==> src/sv/sadr_pkg.sv <==
// Shared types, constants and helpers for the stick axis deadzone rescaler.
package sadr_pkg;

    localparam int CFG_W             = 12;
    localparam int IN_W              = 16;
    localparam int NORM_W            = 16;
    localparam int RAW_W             = 12;
    localparam int FRACTION_BITS_DEF = 14;
    localparam int DIV_STEPS         = 2;
    localparam int LANE_Q            = 0;
    localparam int LANE_R            = 1;

    localparam logic [CFG_W-1:0] AXIS_MAXIMUM_RST    = 12'd4095;
    localparam logic [CFG_W-1:0] AXIS_CENTER_RST     = 12'd2048;
    localparam logic [CFG_W-1:0] DEAD_BAND_RST       = 12'd160;
    localparam logic [CFG_W-1:0] FULL_SCALE_SPAN_RST = 12'd1600;

    typedef enum logic [1:0] {
        CFG_AXIS_MAXIMUM    = 2'd0,
        CFG_AXIS_CENTER     = 2'd1,
        CFG_DEAD_BAND       = 2'd2,
        CFG_FULL_SCALE_SPAN = 2'd3
    } t_cfg_idx;

    typedef struct packed {
        t_cfg_idx          index;
        logic [CFG_W-1:0]  value;
    } t_cfg_wr;

    typedef struct packed {
        logic [IN_W-1:0] raw_sample;
    } t_in;

    typedef struct packed {
        logic signed [NORM_W-1:0] normalized_q14;
        logic [RAW_W-1:0]         rescaled_raw;
        logic                     inside_dead_band;
    } t_out;

    typedef struct packed {
        logic [CFG_W-1:0] axis_maximum;
        logic [CFG_W-1:0] axis_center;
        logic [CFG_W-1:0] dead_band;
        logic [CFG_W-1:0] full_scale_span;
    } t_regs;

    typedef struct packed {
        logic [CFG_W-1:0] den;
        logic [CFG_W-1:0] span;
        logic             span_neg;
        logic [CFG_W-1:0] rest_raw;
    } t_dcfg;

    typedef struct packed {
        logic neg;
        logic in_dz;
    } t_side;

    // Number of quotient bits per lane, rounded up to a whole number of stages.
    function automatic int div_bits(input int frac);
        int n;
        n = (frac + 2 > 13) ? frac + 2 : 13;
        return ((n + DIV_STEPS - 1) / DIV_STEPS) * DIV_STEPS;
    endfunction

endpackage

==> src/sv/sadr_stream_if.sv <==
// Valid/ready channel carrying one item of a given payload type.
interface sadr_stream_if #(
    parameter type T = logic
);
    logic valid;
    logic ready;
    T     data;

    modport source (output valid, output data, input ready);
    modport sink   (input valid, input data, output ready);
endinterface

==> src/sv/stick_axis_deadzone_rescale.sv <==
// Top level of the stick axis deadzone rescaler.
// One item per cycle unless o_out stalls; a divider stage resolves two quotient bits per lane.
// Each stage stalls only when full and its successor is blocked, so bubbles close up.
// Reset clears all valid bits and loads the default axis registers; configuration is always ready.
module stick_axis_deadzone_rescale #(
    parameter int FRACTION_BITS = sadr_pkg::FRACTION_BITS_DEF
) (
    input  logic           i_clk,
    input  logic           i_rst_n,
    sadr_stream_if.sink    i_in,
    sadr_stream_if.sink    i_cfg,
    sadr_stream_if.source  o_out
);
    import sadr_pkg::*;

    localparam int K     = FRACTION_BITS + 1;
    localparam int NSTEP = div_bits(FRACTION_BITS);
    localparam int NST   = NSTEP / DIV_STEPS;

    t_regs                    r_regs;
    t_dcfg                    r_dcfg, n_dcfg;
    logic [CFG_W:0]           v_dd;

    logic                     f_valid;
    t_side                    f_side;
    logic [CFG_W-1:0]         f_num;
    logic [2*CFG_W-1:0]       f_prod;
    logic [CFG_W+K-1:0]       v_xq;
    logic [2*CFG_W:0]         v_x2;

    logic                     s_valid [NST+1];
    logic                     s_ready [NST+1];
    t_side                    s_side  [NST+1];
    logic [1:0][CFG_W-1:0]    s_rem   [NST+1];
    logic [1:0][NSTEP-1:0]    s_dvd   [NST+1];
    logic [1:0][NSTEP-1:0]    s_quo   [NST+1];

    assign i_cfg.ready = 1'b1;

    always_ff @(posedge i_clk) begin
        if (!i_rst_n) begin
            r_regs.axis_maximum    <= AXIS_MAXIMUM_RST;
            r_regs.axis_center     <= AXIS_CENTER_RST;
            r_regs.dead_band       <= DEAD_BAND_RST;
            r_regs.full_scale_span <= FULL_SCALE_SPAN_RST;
        end else if (i_cfg.valid) begin
            unique case (i_cfg.data.index)
                CFG_AXIS_MAXIMUM:    r_regs.axis_maximum    <= i_cfg.data.value;
                CFG_AXIS_CENTER:     r_regs.axis_center     <= i_cfg.data.value;
                CFG_DEAD_BAND:       r_regs.dead_band       <= i_cfg.data.value;
                CFG_FULL_SCALE_SPAN: r_regs.full_scale_span <= i_cfg.data.value;
            endcase
        end
    end

    always_comb begin
        v_dd = {1'b0, r_regs.full_scale_span} - {1'b0, r_regs.dead_band};
        n_dcfg.den      = (r_regs.full_scale_span <= r_regs.dead_band) ? CFG_W'(1)
                                                                       : v_dd[CFG_W-1:0];
        n_dcfg.span     = r_regs.axis_maximum - r_regs.axis_center;
        n_dcfg.span_neg = (r_regs.axis_maximum < r_regs.axis_center);
        n_dcfg.rest_raw = (r_regs.axis_center > r_regs.axis_maximum) ? r_regs.axis_maximum
                                                                     : r_regs.axis_center;
    end

    always_ff @(posedge i_clk) begin
        r_dcfg <= n_dcfg;
    end

    sadr_front u_front (
        .i_clk        (i_clk),
        .i_rst_n      (i_rst_n),
        .i_in         (i_in),
        .i_regs       (r_regs),
        .i_dcfg       (r_dcfg),
        .i_ready_next (s_ready[0]),
        .o_valid      (f_valid),
        .o_side       (f_side),
        .o_num        (f_num),
        .o_prod       (f_prod)
    );

    always_comb begin
        v_xq = {f_num, {K{1'b0}}};
        v_x2 = {f_prod, 1'b0};
        s_valid[0]         = f_valid;
        s_side[0]          = f_side;
        s_rem[0][LANE_Q]   = CFG_W'(v_xq >> NSTEP);
        s_dvd[0][LANE_Q]   = v_xq[NSTEP-1:0];
        s_rem[0][LANE_R]   = CFG_W'(v_x2 >> NSTEP);
        s_dvd[0][LANE_R]   = v_x2[NSTEP-1:0];
        s_quo[0]           = '0;
    end

    for (genvar k = 0; k < NST; k++) begin : g_div
        sadr_div_stage #(
            .NSTEP (NSTEP)
        ) u_stage (
            .i_clk        (i_clk),
            .i_rst_n      (i_rst_n),
            .i_valid      (s_valid[k]),
            .i_side       (s_side[k]),
            .i_rem        (s_rem[k]),
            .i_dvd        (s_dvd[k]),
            .i_quo        (s_quo[k]),
            .i_den        (r_dcfg.den),
            .i_ready_next (s_ready[k+1]),
            .o_ready      (s_ready[k]),
            .o_valid      (s_valid[k+1]),
            .o_side       (s_side[k+1]),
            .o_rem        (s_rem[k+1]),
            .o_dvd        (s_dvd[k+1]),
            .o_quo        (s_quo[k+1])
        );
    end

    sadr_back #(
        .FRACTION_BITS (FRACTION_BITS),
        .NSTEP         (NSTEP)
    ) u_back (
        .i_clk   (i_clk),
        .i_rst_n (i_rst_n),
        .i_valid (s_valid[NST]),
        .i_side  (s_side[NST]),
        .i_quo   (s_quo[NST]),
        .i_regs  (r_regs),
        .i_dcfg  (r_dcfg),
        .o_ready (s_ready[NST]),
        .o_out   (o_out)
    );

endmodule

==> src/sv/sadr_front.sv <==
// Front pipeline: clamp, centre, deadzone test, ratio operands and raw product.
module sadr_front (
    input  logic                              i_clk,
    input  logic                              i_rst_n,
    sadr_stream_if.sink                       i_in,
    input  sadr_pkg::t_regs                   i_regs,
    input  sadr_pkg::t_dcfg                   i_dcfg,
    input  logic                              i_ready_next,
    output logic                              o_valid,
    output sadr_pkg::t_side                   o_side,
    output logic [sadr_pkg::CFG_W-1:0]        o_num,
    output logic [2*sadr_pkg::CFG_W-1:0]      o_prod
);
    import sadr_pkg::*;

    logic                      r_v1, r_v2, r_v3, r_v4;
    logic                      en1, en2, en3, en4;
    logic                      r_neg1, r_neg2;
    logic signed [CFG_W:0]     r_cent1, n_cent1;
    logic                      r_inside2, n_inside2;
    logic signed [CFG_W:0]     r_exc2, n_exc2;
    t_side                     r_side3, r_side4;
    logic [CFG_W-1:0]          r_num3, n_num3, r_num4;
    logic [CFG_W-1:0]          r_a3, n_a3, r_b3, n_b3;
    logic [2*CFG_W-1:0]        r_prod4;
    logic [CFG_W-1:0]          v_smp, v_mag;

    assign en4 = !r_v4 || i_ready_next;
    assign en3 = !r_v3 || en4;
    assign en2 = !r_v2 || en3;
    assign en1 = !r_v1 || en2;
    assign i_in.ready = en1;

    always_comb begin
        if (i_in.data.raw_sample > {{(IN_W-CFG_W){1'b0}}, i_regs.axis_maximum}) begin
            v_smp = i_regs.axis_maximum;
        end else begin
            v_smp = i_in.data.raw_sample[CFG_W-1:0];
        end
        n_cent1 = $signed({1'b0, v_smp}) - $signed({1'b0, i_regs.axis_center});

        v_mag = r_neg1 ? CFG_W'(-r_cent1) : CFG_W'(r_cent1);
        n_inside2 = (v_mag <= i_regs.dead_band);
        n_exc2 = $signed({1'b0, v_mag}) - $signed({1'b0, i_regs.dead_band});

        if (r_exc2 > $signed({1'b0, i_dcfg.den})) begin
            n_num3 = i_dcfg.den;
        end else begin
            n_num3 = r_exc2[CFG_W-1:0];
        end
        n_a3 = r_neg2 ? i_regs.axis_center : i_dcfg.span;
        n_b3 = r_neg2 ? (i_dcfg.den - n_num3) : n_num3;
    end

    always_ff @(posedge i_clk) begin
        if (!i_rst_n) begin
            r_v1 <= 1'b0;
            r_v2 <= 1'b0;
            r_v3 <= 1'b0;
            r_v4 <= 1'b0;
        end else begin
            if (en1) begin
                r_v1 <= i_in.valid;
            end
            if (en2) begin
                r_v2 <= r_v1;
            end
            if (en3) begin
                r_v3 <= r_v2;
            end
            if (en4) begin
                r_v4 <= r_v3;
            end
        end
    end

    always_ff @(posedge i_clk) begin
        if (en1 && i_in.valid) begin
            r_cent1 <= n_cent1;
            r_neg1  <= n_cent1[CFG_W];
        end
        if (en2 && r_v1) begin
            r_neg2    <= r_neg1;
            r_inside2 <= n_inside2;
            r_exc2    <= n_exc2;
        end
        if (en3 && r_v2) begin
            r_side3.neg   <= r_neg2;
            r_side3.in_dz <= r_inside2;
            r_num3        <= n_num3;
            r_a3          <= n_a3;
            r_b3          <= n_b3;
        end
        if (en4 && r_v3) begin
            r_side4 <= r_side3;
            r_num4  <= r_num3;
            r_prod4 <= {{CFG_W{1'b0}}, r_a3} * {{CFG_W{1'b0}}, r_b3};
        end
    end

    assign o_valid = r_v4;
    assign o_side  = r_side4;
    assign o_num   = r_num4;
    assign o_prod  = r_prod4;

endmodule

==> src/sv/sadr_div_stage.sv <==
// One stage of the two-lane restoring divider, a fixed number of quotient bits per stage.
module sadr_div_stage #(
    parameter int NSTEP = 16
) (
    input  logic                                   i_clk,
    input  logic                                   i_rst_n,
    input  logic                                   i_valid,
    input  sadr_pkg::t_side                        i_side,
    input  logic [1:0][sadr_pkg::CFG_W-1:0]        i_rem,
    input  logic [1:0][NSTEP-1:0]                  i_dvd,
    input  logic [1:0][NSTEP-1:0]                  i_quo,
    input  logic [sadr_pkg::CFG_W-1:0]             i_den,
    input  logic                                   i_ready_next,
    output logic                                   o_ready,
    output logic                                   o_valid,
    output sadr_pkg::t_side                        o_side,
    output logic [1:0][sadr_pkg::CFG_W-1:0]        o_rem,
    output logic [1:0][NSTEP-1:0]                  o_dvd,
    output logic [1:0][NSTEP-1:0]                  o_quo
);
    import sadr_pkg::*;

    logic                         r_valid;
    t_side                        r_side;
    logic [1:0][CFG_W-1:0]        r_rem, n_rem;
    logic [1:0][NSTEP-1:0]        r_dvd, n_dvd, r_quo, n_quo;
    logic [CFG_W:0]               v_t;
    logic                         v_bit;

    assign o_ready = !r_valid || i_ready_next;

    always_comb begin
        n_rem = i_rem;
        n_dvd = i_dvd;
        n_quo = i_quo;
        v_t   = '0;
        v_bit = 1'b0;
        for (int l = 0; l < 2; l++) begin
            for (int s = 0; s < DIV_STEPS; s++) begin
                v_t = {n_rem[l], n_dvd[l][NSTEP-1]};
                if (v_t >= {1'b0, i_den}) begin
                    v_bit    = 1'b1;
                    n_rem[l] = CFG_W'(v_t - {1'b0, i_den});
                end else begin
                    v_bit    = 1'b0;
                    n_rem[l] = v_t[CFG_W-1:0];
                end
                n_dvd[l] = {n_dvd[l][NSTEP-2:0], 1'b0};
                n_quo[l] = {n_quo[l][NSTEP-2:0], v_bit};
            end
        end
    end

    always_ff @(posedge i_clk) begin
        if (!i_rst_n) begin
            r_valid <= 1'b0;
        end else if (o_ready) begin
            r_valid <= i_valid;
        end
    end

    always_ff @(posedge i_clk) begin
        if (o_ready && i_valid) begin
            r_side <= i_side;
            r_rem  <= n_rem;
            r_dvd  <= n_dvd;
            r_quo  <= n_quo;
        end
    end

    assign o_valid = r_valid;
    assign o_side  = r_side;
    assign o_rem   = r_rem;
    assign o_dvd   = r_dvd;
    assign o_quo   = r_quo;

endmodule

==> src/sv/sadr_back.sv <==
// Output stage: rounds both quotients, applies sign and clamps, and holds the result item.
module sadr_back #(
    parameter int FRACTION_BITS = sadr_pkg::FRACTION_BITS_DEF,
    parameter int NSTEP         = 16
) (
    input  logic                          i_clk,
    input  logic                          i_rst_n,
    input  logic                          i_valid,
    input  sadr_pkg::t_side               i_side,
    input  logic [1:0][NSTEP-1:0]         i_quo,
    input  sadr_pkg::t_regs               i_regs,
    input  sadr_pkg::t_dcfg               i_dcfg,
    output logic                          o_ready,
    sadr_stream_if.source                 o_out
);
    import sadr_pkg::*;

    logic              r_valid;
    logic              r_neg;
    t_out              r_out, n_out;
    logic [NSTEP:0]    v_qinc, v_rinc;
    logic [NORM_W-1:0] v_q16;
    logic [RAW_W-1:0]  v_rr;
    logic [RAW_W:0]    v_sum;

    assign o_ready = !r_valid || o_out.ready;

    always_comb begin
        v_qinc = {1'b0, i_quo[LANE_Q]} + (NSTEP+1)'(1);
        v_rinc = {1'b0, i_quo[LANE_R]} + (NSTEP+1)'(1);
        v_q16  = NORM_W'(v_qinc[NSTEP:1]);
        v_rr   = RAW_W'(v_rinc[NSTEP:1]);
        v_sum  = {1'b0, i_regs.axis_center} + {1'b0, v_rr};
        n_out.inside_dead_band = i_side.in_dz;
        if (i_side.in_dz) begin
            n_out.normalized_q14 = '0;
            n_out.rescaled_raw   = i_dcfg.rest_raw;
        end else if (i_side.neg) begin
            n_out.normalized_q14 = $signed(-v_q16);
            n_out.rescaled_raw   = (v_rr > i_regs.axis_center) ? i_regs.axis_center : v_rr;
        end else begin
            n_out.normalized_q14 = $signed(v_q16);
            if (i_dcfg.span_neg) begin
                n_out.rescaled_raw = i_regs.axis_maximum;
            end else if (v_sum > {1'b0, i_regs.axis_maximum}) begin
                n_out.rescaled_raw = i_regs.axis_maximum;
            end else begin
                n_out.rescaled_raw = v_sum[RAW_W-1:0];
            end
        end
    end

    always_ff @(posedge i_clk) begin
        if (!i_rst_n) begin
            r_valid <= 1'b0;
        end else if (o_ready) begin
            r_valid <= i_valid;
        end
    end

    always_ff @(posedge i_clk) begin
        if (o_ready && i_valid) begin
            r_out <= n_out;
            r_neg <= i_side.neg;
        end
    end

    assign o_out.valid = r_valid;
    assign o_out.data  = r_out;

    a_dead_band_zero: assert property (@(posedge i_clk) disable iff (!i_rst_n)
        r_valid && r_out.inside_dead_band |-> r_out.normalized_q14 == '0)
        else $error("deadzone item with non-zero deflection");

    a_reset_empty: assert property (@(posedge i_clk)
        $past(!i_rst_n) |-> !r_valid)
        else $error("output valid straight after reset");

    a_positive_sign: assert property (@(posedge i_clk) disable iff (!i_rst_n)
        (FRACTION_BITS < 15) && r_valid && !r_out.inside_dead_band && !r_neg
        |-> !r_out.normalized_q14[NORM_W-1])
        else $error("positive deflection came out negative");

endmodule

==> src/flat_wrapper.sv <==
// flat-port wrapper written by rule: the top's interface ports become plain ports
module stick_axis_deadzone_rescale_flat import sadr_pkg::*;
#(
    parameter int FRACTION_BITS = sadr_pkg::FRACTION_BITS_DEF
)
  (i_clk, i_rst_n, i_in_valid, i_in_data, i_in_ready, i_cfg_valid, i_cfg_data, i_cfg_ready, o_out_valid, o_out_data, o_out_ready);
  sadr_stream_if #(.T(t_in)) i_in_i ();
  sadr_stream_if #(.T(t_cfg_wr)) i_cfg_i ();
  sadr_stream_if #(.T(t_out)) o_out_i ();
  input  logic i_clk;
  input  logic i_rst_n;
  input wire logic [$bits(i_in_i.valid)-1:0] i_in_valid;
  input wire logic [$bits(i_in_i.data)-1:0] i_in_data;
  output wire logic [$bits(i_in_i.ready)-1:0] i_in_ready;
  input wire logic [$bits(i_cfg_i.valid)-1:0] i_cfg_valid;
  input wire logic [$bits(i_cfg_i.data)-1:0] i_cfg_data;
  output wire logic [$bits(i_cfg_i.ready)-1:0] i_cfg_ready;
  output wire logic [$bits(o_out_i.valid)-1:0] o_out_valid;
  output wire logic [$bits(o_out_i.data)-1:0] o_out_data;
  input wire logic [$bits(o_out_i.ready)-1:0] o_out_ready;
  assign i_in_i.valid = i_in_valid;
  assign i_in_i.data = i_in_data;
  assign i_in_ready = i_in_i.ready;
  assign i_cfg_i.valid = i_cfg_valid;
  assign i_cfg_i.data = i_cfg_data;
  assign i_cfg_ready = i_cfg_i.ready;
  assign o_out_valid = o_out_i.valid;
  assign o_out_data = o_out_i.data;
  assign o_out_i.ready = o_out_ready;
  stick_axis_deadzone_rescale #(.FRACTION_BITS(FRACTION_BITS)) u_core (.i_clk(i_clk), .i_rst_n(i_rst_n), .i_in(i_in_i), .i_cfg(i_cfg_i), .o_out(o_out_i));
endmodule
==> config.mk <==
export PLATFORM = sky130hd
export DESIGN_NAME = stick_axis_deadzone_rescale_flat
export DESIGN_NICKNAME = d
export VERILOG_FILES = /design/src/sv/sadr_pkg.sv /design/src/sv/sadr_stream_if.sv /design/src/sv/stick_axis_deadzone_rescale.sv /design/src/sv/sadr_front.sv /design/src/sv/sadr_div_stage.sv /design/src/sv/sadr_back.sv /design/src/flat_wrapper.sv
export SDC_FILE = /design/constraint.sdc
export NUM_CORES = 2
export LEC_CHECK = 0
export ABC_CLOCK_PERIOD_IN_PS = 7200
export BUFFER_PORTS_ARGS = -buffer_cell sky130_fd_sc_hd__buf_4
export CAP_MARGIN = 10
export CORE_ASPECT_RATIO = 0.6
export CORE_MARGIN = 4
export CORE_UTILIZATION = 50
export CTS_CLUSTER_SIZE = 8
export DETAILED_ROUTE_END_ITERATION = 8
export GPL_TIMING_DRIVEN = 1
export HOLD_SLACK_MARGIN = 0.02
export PLACE_DENSITY = 0.68
export SETUP_SLACK_MARGIN = 0.5
export SYNTH_ARGS = -nofsm -noshare
export SYNTH_HDL_FRONTEND = slang
export SYNTH_SLANG_ARGS = --single-unit
export TNS_END_PERCENT = 5
==> constraint.sdc <==
create_clock -name i_clk -period 7.2 [get_ports i_clk]
set_clock_uncertainty 0.05 [all_clocks]
set_input_delay 1.44 -clock i_clk [delete_from_list [all_inputs] [get_ports i_clk]]
set_output_delay 1.44 -clock i_clk [all_outputs]
set_load 0.01 [all_outputs]
==> results.py <==
metrics = {
    "run_status": {
        "status": "complete, no violations",
    },
    "synthesis": {
        "ys.flop_type": "edfxtp_1",
        "synth_area_mm2": 0.0479,
        "synth_top_family_by_area": "adder cells",
        "ys_types": 84,
        "yosys.area_share.simple_pct": 12.8,
        "muxShareOfSynthArea_pct": 7.87,
        "synth-compound-area-share_pct": 14.5,
        "postSynthAreaPerCell_um2": 10.0,
        "ys_seq_area_share_pct": 34.6,
        "yosys.area_share.xor_xnor_pct": 6.45,
        "ys_warn_count": 0,
        "netlist_instances": 4771,
        "synth_nets": 5496,
        "ys_seq_elements": 585,
        "synth-edff-count": 487,
        "yosys.area_share.adder_pct": 20.0,
        "async_flop_share_pct": 0,
    },
    "setup_path": {
        "crit_arrival_ns": 6.90,
        "cpMaxStageDelayCell": "buf_4",
        "cpMostUsedCell": "buf_4",
        "cp-end-kind": "register",
        "critPathMaxFanout": 33,
        "cpPeakStageDelay_ns": 0.50,
        "r2r_slack_ns": 0.65,
        "cp.required_ns": 7.55,
        "crit_type": "register to register",
        "cp_cell_sequence": "buf_4, ha_1, inv_1, fa_1, a21o_1, a21oi_1, o221ai_1, o211ai_1, a211oi_1, buf_4, mux2_2, inv_1, ha_1, nor2b_1, o21ai_0, a21oi_1, o211ai_1, a21boi_0, o21ai_0, a21boi_0, nor2_1, buf_4, mux2_2",
        "crit_path_start_kind": "register",
    },
    "sta": {
        "rsz0062_at_grt": "true",
        "slew_viol_final": 0,
        "final_hold_viol_count": 0,
        "min_period_ns": 6.55,
        "tightest_slew_ns": 0.931,
        "slew_headroom_pct": 37.7,
        "hold_ws_ns": 0.342,
        "setup_tns_ns": 0,
        "fin_crit_sh_pct": 91.0,
        "fmax_mhz": 153,
        "setup_viol": 0,
    },
    "clocking": {
        "clk_pin_slew_ns": 0.05,
        "hold_buffers": 0,
        "cts_tree": "yes",
        "ctsLongestPathBuffers": 3,
        "cts.sinks": 585,
        "clock-root-buffer": "clkbuf_16",
        "cts-resized-gates": 0,
        "post_cts_buffers": 0,
        "htreeDepth": 3,
        "clock_latency_ns": 0.69,
        "cts_buffers": 83,
    },
    "power": {
        "power.density_mw_per_mm2": 346,
        "comb_power_share_pct": 55.8,
        "pwr-share-clk_pct": 20.1,
        "peakVddDrop_mv": 0.470,
        "switchingPower_mw": 7.24,
        "switching_share_pct": 39.7,
        "leakagePower_nw": 21.4,
        "p_int_mw": 11.0,
        "p_seq_share_pct": 24.1,
    },
    "placement": {
        "portBuffers": 65,
        "post_dp_cell_area_mm2": 0.0503,
        "routabilityCongestion": 0.950,
        "post-dp-hpwl_um": 98600,
    },
    "worst_hold_path": {
        "min_path_type": "register to register",
    },
    "floorplanning": {
        "die-area_mm2": 0.101,
        "core_area_mm2": 0.0945,
        "die_height_um": 248,
        "ios": 67,
        "num_rows": 87,
        "die_width_um": 408,
        "initial_core_util_pct": 50.7,
    },
    "cells_and_area": {
        "final_nets": 5614,
        "drive_above_1_share_pct": 11.4,
        "final_area_mm2": 0.0527,
        "syn_to_final_growth_pct": 9.91,
        "utilization_pct": 55.8,
        "nFillCells": 8136,
    },
    "global_routing": {
        "grt_pass1_vias": 34851,
        "grt_pass1_wl_um": 203000,
        "grt_usage_pct": 25.6,
        "grt_max_degree": 62,
        "overflow": 0,
        "antenna_found_initial": 5,
    },
    "route": {
        "first_pass_iters": 5,
        "routedWlPerCell_um": 21.1,
        "route.detailed.drc": 0,
        "dr.first_iter.drc_count": 3749,
        "wl_um": 130000,
        "via_per_inst": 5.98,
        "vias": 36949,
        "drtAntennaViolNets": 0,
    },
    "flow_run": {
        "cap_violations": 0,
    },
}
-- registers in the layout, indices dropped and copies added (netlist names), 16 cells and up --
name                         count
u_core.u_back.o_out.data        29
u_core.g_div.u_stage.o_side     16
u_core.u_front.o_prod           24
u_core.r_dcfg                   37
u_core.r_regs                   48
u_core.g_div.u_stage.o_rem     168
u_core.g_div.u_stage.o_dvd      49
u_core.g_div.u_stage.o_quo     121
-- placed cells by master, fill, tap and decap left out, drive strengths merged, types with 52 or more instances in the layout --
cell type	n
clkbuf	119
nand3	75
xnor2	250
and2	82
nor2	288
nor2b	108
xor2	103
a21o	109
dfxtp	98
nand2b	52
buf	141
mux2	261
o21ai	210
ha	560
inv	349
nand2	378
a21oi	284
a21boi	61
nand4	69
nor3	89
edfxtp	487
mux2i	83
o21a	86
fa	130
-- layout make-up --
cell class	instances	area [um2]	area share, %
antenna	5	12.5	0.0237
clock buffer	119	2210	4.20
clock inverter	8	155	0.294
inverter	351	1320	2.51
multi-input combinational	3727	29700	56.4
sequential	585	16600	31.5
tap	1246	1560	2.96
timing repair buffer	141	1120	2.13
-- worst max-delay path: cells and delay by family (launching register included) --
family                   cells  cell delay (ns)
AO/OA/AOI/OAI               11             3.06
adder cells (fa/ha/maj)      3             0.95
buffers and inverters        5             1.05
flip-flops                   1             0.37
multiplexers                 2             0.57
AND/OR/NAND/NOR              2             0.22
-- worst paths after layout --
kind	start	end	depth (start not counted)
max	u_core.r_dcfg[25]	u_core.g_div[0].u_stage.o_rem[16]	23
min	u_core.g_div[4].u_stage.o_quo[22]	u_core.g_div[5].u_stage.o_quo[24]	0
max reg2reg	u_core.r_dcfg[25]	u_core.g_div[0].u_stage.o_rem[16]	23
min reg2reg	u_core.g_div[4].u_stage.o_quo[22]	u_core.g_div[5].u_stage.o_quo[24]	0
-- metrics by stage --
step	setup slack (ns)	cells	power, mW
finish	0.645	6182	18.3
global route	0.387	6177	19.6
CTS	0.846	6177	18.2
detailed placement	0.920	6050	14.4
global placement	1.06	6049	14.2
floorplan	0.616	4771	12.1
-- routing by layer --
metal | global-route usage, % | part of all wire, % | routed length (um) | up-vias
met4 | 4.49 | 1.4 | 1870 | 0
met3 | 8.18 | 11 | 14800 | 159
met5 | 0 | 0 | 0 | -
li1 | - | - | - | 17604
met1 | 40.7 | 50 | 65700 | 17734
met2 | 33.4 | 37 | 48100 | 1452
-- cells in the mapped netlist, types with 10 or more instances --
cell type | instances | area share [%]
nand3_1 | 75 | 0.78
edfxtp_1 | 487 | 31
nor4_1 | 15 | 0.20
mux2_2 | 254 | 6.0
a21o_1 | 109 | 1.7
o221ai_1 | 10 | 0.18
a211oi_1 | 34 | 0.53
o31a_1 | 18 | 0.33
nor3_1 | 89 | 0.93
and2_1 | 80 | 1.0
o22ai_1 | 14 | 0.18
fa_1 | 130 | 5.4
xor2_1 | 103 | 1.9
mux2i_1 | 83 | 1.7
a2111oi_0 | 13 | 0.24
nand2_1 | 378 | 3.0
nand4_1 | 69 | 0.90
clkbuf_1 | 79 | 0.62
ha_1 | 560 | 15
o21a_1 | 86 | 1.3
buf_2 | 19 | 0.20
nor2_1 | 288 | 2.3
or3_1 | 30 | 0.39
o31ai_1 | 29 | 0.45
o21bai_1 | 44 | 0.69
dfxtp_1 | 98 | 4.1
a31oi_1 | 31 | 0.40
nand2b_1 | 52 | 0.68
o21ai_0 | 203 | 2.1
a211o_1 | 10 | 0.18
o211ai_1 | 30 | 0.47
a21oi_1 | 283 | 3.0
a31o_2 | 11 | 0.20
or2_2 | 23 | 0.30
inv_1 | 348 | 2.7
a21boi_0 | 61 | 0.96
xnor2_1 | 250 | 4.6
nor2b_1 | 108 | 1.4
o41ai_1 | 16 | 0.29
and3_1 | 33 | 0.43
-- power groups by stage --
stage | logic (mW) | clock network (mW) | registers [mW]
after floorplan | 7.74 | 0 | 4.39
after global placement | 9.76 | 0 | 4.45
after detailed placement | 9.91 | 0 | 4.45
after CTS | 10.0 | 3.73 | 4.39
after global routing | 11.3 | 3.88 | 4.41
final | 10.2 | 3.66 | 4.40
-- cells by family (layout without fill, tap and decap cells) --
kind of cell               after synthesis  after routing
adders and majority gates              690            690
buffers and inverters                  459            619
and+or+nand+nor                       1273           1273
DFF                                    585            585
xor gates and xnor gates               353            353
muxes                                  344            344
AOI/OAI and AO/OA                     1066           1066
other                                    1              6
Note: power is estimated with default switching activity, not from simulation.
